## src/full_weighting_restriction_3d_core_macros.svh

```systemverilog
// Assertion macros shared by the restriction core RTL.
// No dependencies; included by files that carry concurrent checks.
`ifndef FULL_WEIGHTING_RESTRICTION_3D_CORE_MACROS_SVH
`define FULL_WEIGHTING_RESTRICTION_3D_CORE_MACROS_SVH

// Same-cycle implication, disabled while in reset.
`define FWR_ASSERT_IMPL(label, cond, cons, msg) \
    label: assert property (@(posedge aclk) disable iff (!aresetn) (cond) |-> (cons)) \
        else $error(msg);

// Next-cycle implication, disabled while in reset.
`define FWR_ASSERT_NEXT(label, cond, cons, msg) \
    label: assert property (@(posedge aclk) disable iff (!aresetn) (cond) |=> (cons)) \
        else $error(msg);

`endif

```

## src/fwr3_pkg.sv

```systemverilog
// Shared constants, codes and types for the 3D full-weighting restriction core.
// No dependencies.
`default_nettype none

package fwr3_pkg;

    localparam int MAX_SLICES_DEF  = 32;
    localparam int MAX_LINE_DEF    = 32;
    localparam int SAMPLE_BITS_DEF = 32;

    // configuration port
    localparam int CFG_W     = 6;
    localparam int CFG_IDX_W = 2;
    localparam logic [CFG_IDX_W-1:0] REG_SLICE_COUNT  = 2'd0;
    localparam logic [CFG_IDX_W-1:0] REG_LINE_POINTS  = 2'd1;
    localparam logic [CFG_IDX_W-1:0] REG_START_PARITY = 2'd2;
    localparam logic [CFG_W-1:0] SLICE_COUNT_RESET = 6'd32;
    localparam logic [CFG_W-1:0] LINE_POINTS_RESET = 6'd32;

    // input op codes
    localparam logic OP_LOAD    = 1'b0;
    localparam logic OP_REQUEST = 1'b1;

    // result status codes
    localparam int STAT_W = 2;
    localparam logic [STAT_W-1:0] STAT_OK        = 2'd0;
    localparam logic [STAT_W-1:0] STAT_EARLY     = 2'd1;
    localparam logic [STAT_W-1:0] STAT_EXHAUSTED = 2'd2;

    // weights 8/4/2/1 are shifts 3..0; total weight 64 is a shift of 6
    localparam int WEIGHT_SHIFT = 6;
    localparam int SHIFT_W      = 2;

    // neighbor offset codes per axis
    localparam logic [1:0] OFS_MINUS  = 2'd0;
    localparam logic [1:0] OFS_CENTER = 2'd1;
    localparam logic [1:0] OFS_PLUS   = 2'd2;

    typedef struct packed {
        logic               clear;
        logic               add;
        logic [SHIFT_W-1:0] shift;
    } mac_ctl_t;

endpackage

`default_nettype wire

```

## src/fwr3_mac.sv

```systemverilog
// Shared shift-and-add accumulator for the weighted 27-tap sum.
// Depends on fwr3_pkg (mac_ctl_t, WEIGHT_SHIFT).
`default_nettype none

module fwr3_mac import fwr3_pkg::*; #(
    parameter int SAMPLE_BITS = SAMPLE_BITS_DEF
) (
    input  wire logic                                  aclk,
    input  wire mac_ctl_t                              ctl,
    input  wire logic signed [SAMPLE_BITS-1:0]         din,
    output logic signed [SAMPLE_BITS+WEIGHT_SHIFT-1:0] acc
);

    localparam int ACC_W = SAMPLE_BITS + WEIGHT_SHIFT;

    logic signed [ACC_W-1:0] acc_reg;
    logic signed [ACC_W-1:0] acc_next;
    logic signed [ACC_W-1:0] term;

    always_comb begin
        term     = ACC_W'(din) <<< ctl.shift;
        acc_next = acc_reg;
        if (ctl.clear) begin
            acc_next = '0;
        end else if (ctl.add) begin
            acc_next = acc_reg + term;
        end
    end

    always_ff @(posedge aclk) begin
        acc_reg <= acc_next;
    end

    assign acc = acc_reg;

endmodule

`default_nettype wire

```

## config.mk

```make
export PLATFORM = sky130hd
export DESIGN_NAME = fwr3_mac
export DESIGN_NICKNAME = d
export VERILOG_FILES = /design/src/full_weighting_restriction_3d_core_macros.svh /design/src/fwr3_pkg.sv /design/src/fwr3_mac.sv
export SDC_FILE = /design/constraint.sdc
export NUM_CORES = 1
export LEC_CHECK = 0
export BUFFER_PORTS_ARGS = -buffer_cell sky130_fd_sc_hd__buf_2
export CORE_MARGIN = 5
export CORE_UTILIZATION = 62
export DETAILED_ROUTE_END_ITERATION = 12
export GPL_TIMING_DRIVEN = 1
export HOLD_SLACK_MARGIN = 0.06
export PLACE_DENSITY = 0.88
export SLEW_MARGIN = 5
export SYNTH_ARGS = -nofsm -noshare
export SYNTH_HDL_FRONTEND = slang
export SYNTH_SLANG_ARGS = --single-unit
```

## constraint.sdc

```tcl
create_clock -name aclk -period 14.1 [get_ports aclk]
set_input_delay 2.82 -clock aclk [delete_from_list [all_inputs] [get_ports aclk]]
set_output_delay 2.82 -clock aclk [all_outputs]
set_load 0.05 [all_outputs]
```

==> results.py <==
metrics = {
    "run_status": {
        "run_status": "finished, final reports clean",
    },
    "worst_setup_path": {
        "cp-end-kind": "register",
        "critical_path_peak_fanout": 36,
        "slowest_cp_cell": "sky130_fd_sc_hd__buf_2",
        "critical_path.cell_chain": "buf_2, mux4_2, ha_1, o211ai_1, nor2_1, o31a_1, a31oi_1, o211ai_2, a21o_1, a21oi_1, or4_1, nand3_1",
        "timing.setup.critical_path_class": "primary input to register",
        "worst_ep_arrival_time_ns": 6.58,
        "worst_path_largest_cell_delay_ns": 0.79,
        "r2r_setup_slack_ns": 11.09,
        "worst-endpoint-required_ns": 14.28,
        "crit_buf_inv": 1,
        "cp_top_family": "compound AO/OA/AOI/OAI gates",
        "critical_path.startpoint_type": "primary input",
    },
    "drt": {
        "route.detailed.drc": 0,
        "ant_nets": 0,
        "via_per_inst": 6.67,
        "drtPass1Iterations": 7,
        "mean_routed_wirelength_per_cell_um": 18.7,
        "drt_wl_total_mm": 11.6,
        "routed-via-count": 4117,
        "drtIter0Drc": 282,
    },
    "global_route": {
        "global_route.usage.total": 0.274,
        "globalRoute.totalOverflow": 0,
        "grt_pass1_wl_mm": 19.2,
        "first_global_vias": 4069,
        "grt_max_degree": 38,
        "antenna_found_initial": 0,
    },
    "job": {
        "max_cap_violations": 0,
    },
    "clocking": {
        "cts_tree": "yes",
        "post-cts-setup-buffers": 0,
        "clkTransAtPathRegs_ns": 0.08,
        "htree_levels": 2,
        "worstSkewPairLatency_ns": 0.30,
        "clock-root-buffer": "sky130_fd_sc_hd__clkbuf_8",
        "tritoncts_num_sinks": 38,
        "number_of_buffers_inserted_by_hold_repair_at_cts": 0,
        "ctsResizeCount": 0,
        "ctsLongestPathBuffers": 2,
        "number_of_buffers_created_by_cts": 5,
    },
    "synth": {
        "synth.largest_area_cell": "sky130_fd_sc_hd__dfxtp_1",
        "synthesis.instances": 486,
        "netlist-cell-type-count": 57,
        "synth_top_area_frac": 0.185,
        "synth_top_flop_cell": "sky130_fd_sc_hd__dfxtp_1",
        "ys_ff_latch": 38,
        "synth_seq_area_share": 0.185,
        "synth_enable_flop_cells": 0,
        "synth_async_sr_flop_share": 0,
        "syn-num-nets": 561,
        "netlist_area_um2": 4110,
        "syn_area_per_cell_um2": 8.46,
        "synth_area_leaders": "sky130_fd_sc_hd__dfxtp_1, sky130_fd_sc_hd__mux4_2, sky130_fd_sc_hd__ha_1",
        "yosys_warnings": 0,
    },
    "sta": {
        "setup_viol": 0,
        "final.setup_skew_ns": 0.00548,
        "rsz0062_at_grt": "no",
        "least_margin_pin_slew_ns": 1.07,
        "hold_violations": 0,
        "timing.final.crit_period_ns": 6.40,
        "slew_viol_final": 0,
        "final.setup.worst_slack_ns": 7.70,
        "slew-limit-headroom": 0.289,
        "maxClockFrequency_mhz": 156,
        "fin_crit_sh": 0.454,
        "tns_ns": 0,
        "worst_hold_slack_ns": 0.488,
    },
    "power": {
        "clock_power_share": 0.113,
        "power.switching_fraction": 0.521,
        "power_frac_comb": 0.659,
        "ir_worst_vdd_uv": 89.4,
        "switching_power_w": 0.000351,
        "p_leak_nw": 2.14,
        "cellPowerDensity_nw_per_um2": 149,
        "power.internal_w": 0.000322,
        "seqPwrFrac": 0.227,
    },
    "finish": {
        "final_cell_mix": "sky130_fd_sc_hd__buf_2, sky130_fd_sc_hd__nand2_1, sky130_fd_sc_hd__a21oi_1, sky130_fd_sc_hd__nor2_1, sky130_fd_sc_hd__dfxtp_1",
        "instances_no_fill": 617,
        "final_cell_area_um2": 4530,
        "final-seq-area_um2": 761,
        "multiInputGateArea_um2": 3180,
        "most_common_cell_after_layout_fill_and_taps_aside": "sky130_fd_sc_hd__buf_2",
        "final.fill_count": 526,
        "area_grow_syn2layout_pct": 10.1,
        "largest_register_ff_count": 38,
        "n_antenna_cell": 0,
        "layout.nets": 615,
        "layout_cell_share_with_drive_strength_beyond_1": 0.220,
    },
    "floorplanning": {
        "full_die_area_um2": 8360,
        "io_pins": 75,
        "die_height_um": 91.5,
        "row_count": 29,
        "die_w_um": 91.5,
        "coreArea_um2": 6390,
        "start_util": 0.644,
    },
    "place": {
        "placed_instance_area_um2": 4450,
        "buffer_ports.inserted": 74,
        "preCtsSetupSlack_ns": 7.43,
        "placedCellCount": 610,
        "gp_weighted_congestion": 0.994,
        "dpl.hpwl_mm": 8.82,
    },
    "worst_hold_path": {
        "worst_hold_path_type": "register to register",
    },
}
-- per-layer routing --
layer,part of all wire,wire [µm],global-route usage
met5,0,0,0
met4,0.026,295,0.0990
met3,0.071,825,0.0438
met2,0.49,5670,0.466
met1,0.41,4770,0.351
-- synth_stat cells (2+ instances only) --
master,n
sky130_fd_sc_hd__a211oi_1,7
sky130_fd_sc_hd__a21o_1,26
sky130_fd_sc_hd__a21oi_1,42
sky130_fd_sc_hd__a221o_1,2
sky130_fd_sc_hd__a31oi_1,5
sky130_fd_sc_hd__and2_1,3
sky130_fd_sc_hd__and2_2,2
sky130_fd_sc_hd__and3_1,3
sky130_fd_sc_hd__buf_1,2
sky130_fd_sc_hd__buf_4,4
sky130_fd_sc_hd__buf_6,2
sky130_fd_sc_hd__clkbuf_1,20
sky130_fd_sc_hd__dfxtp_1,38
sky130_fd_sc_hd__ha_1,37
sky130_fd_sc_hd__inv_1,9
sky130_fd_sc_hd__mux2i_1,18
sky130_fd_sc_hd__mux4_2,26
sky130_fd_sc_hd__nand2_1,46
sky130_fd_sc_hd__nand2b_1,4
sky130_fd_sc_hd__nand3_1,18
sky130_fd_sc_hd__nand4_1,14
sky130_fd_sc_hd__nor2_1,39
sky130_fd_sc_hd__nor2b_1,8
sky130_fd_sc_hd__nor3_1,8
sky130_fd_sc_hd__nor4_1,2
sky130_fd_sc_hd__o2111ai_1,2
sky130_fd_sc_hd__o211ai_1,2
sky130_fd_sc_hd__o21a_1,2
sky130_fd_sc_hd__o21ai_0,30
sky130_fd_sc_hd__o21bai_1,7
sky130_fd_sc_hd__o22ai_1,2
sky130_fd_sc_hd__o31a_1,2
sky130_fd_sc_hd__o31ai_1,2
sky130_fd_sc_hd__or2_2,2
sky130_fd_sc_hd__or4_1,2
sky130_fd_sc_hd__xnor2_1,15
sky130_fd_sc_hd__xor2_1,13
-- worst reg2reg max path: cells and delay by family, from the launching register on --
kind,cells,cell delay (ns)
fa+ha+maj,2,0.56
simple gates,4,0.88
flops,1,0.36
compound gates,5,1.07
buf+inv,1,0.06
-- stage by stage --
step,total power (W),util
after detailed placement,0.000590,0.697
after global placement,0.000578,0.697
after global routing,0.000717,0.709
after CTS,0.000667,0.709
final,0.000674,0.709
after floorplan,0.000498,-
-- kinds of logic (layout without fill, tap and decap cells) --
family | Yosys count | after routing | synth area share
adder cells (fa/ha/maj) | 38 | 38 | 0.117
buffers and inverters | 37 | 91 | 0.0411
XOR/XNOR | 28 | 28 | 0.0596
flip-flops | 38 | 38 | 0.185
multiplexers | 45 | 45 | 0.189
AND/OR/NAND/NOR | 155 | 155 | 0.178
AO/OA/AOI/OAI | 145 | 145 | 0.230
-- path summary, 6_finish.rpt --
check	start	end	depth (start not counted)
setup / recovery	ctl[0]	acc[30]	12
setup reg to reg	acc[0]	acc[30]	12
hold / removal	acc[17]	acc[17]	2
hold reg to reg	acc[17]	acc[17]	2
-- cell type report --
type,instances,area share
Multi-Input combinational cell,411,0.703
Sequential cell,38,0.168
Timing Repair Buffer,75,0.0834
Tap cell,77,0.0213
Clock buffer,7,0.0169
Inverter,9,0.00746
-- power by group through the flow --
stage	clock network (W)	registers, W	logic [W]
4_1_cts	0.0000761	0.000153	0.000439
2_1_floorplan	0	0.000236	0.000262
3_3_place_gp	0	0.000154	0.000425
3_5_place_dp	0	0.000155	0.000435
5_1_grt	0.0000817	0.000156	0.000479
6_report	0.0000764	0.000153	0.000444
No activity file was read; power rests on OpenSTA's default activity.
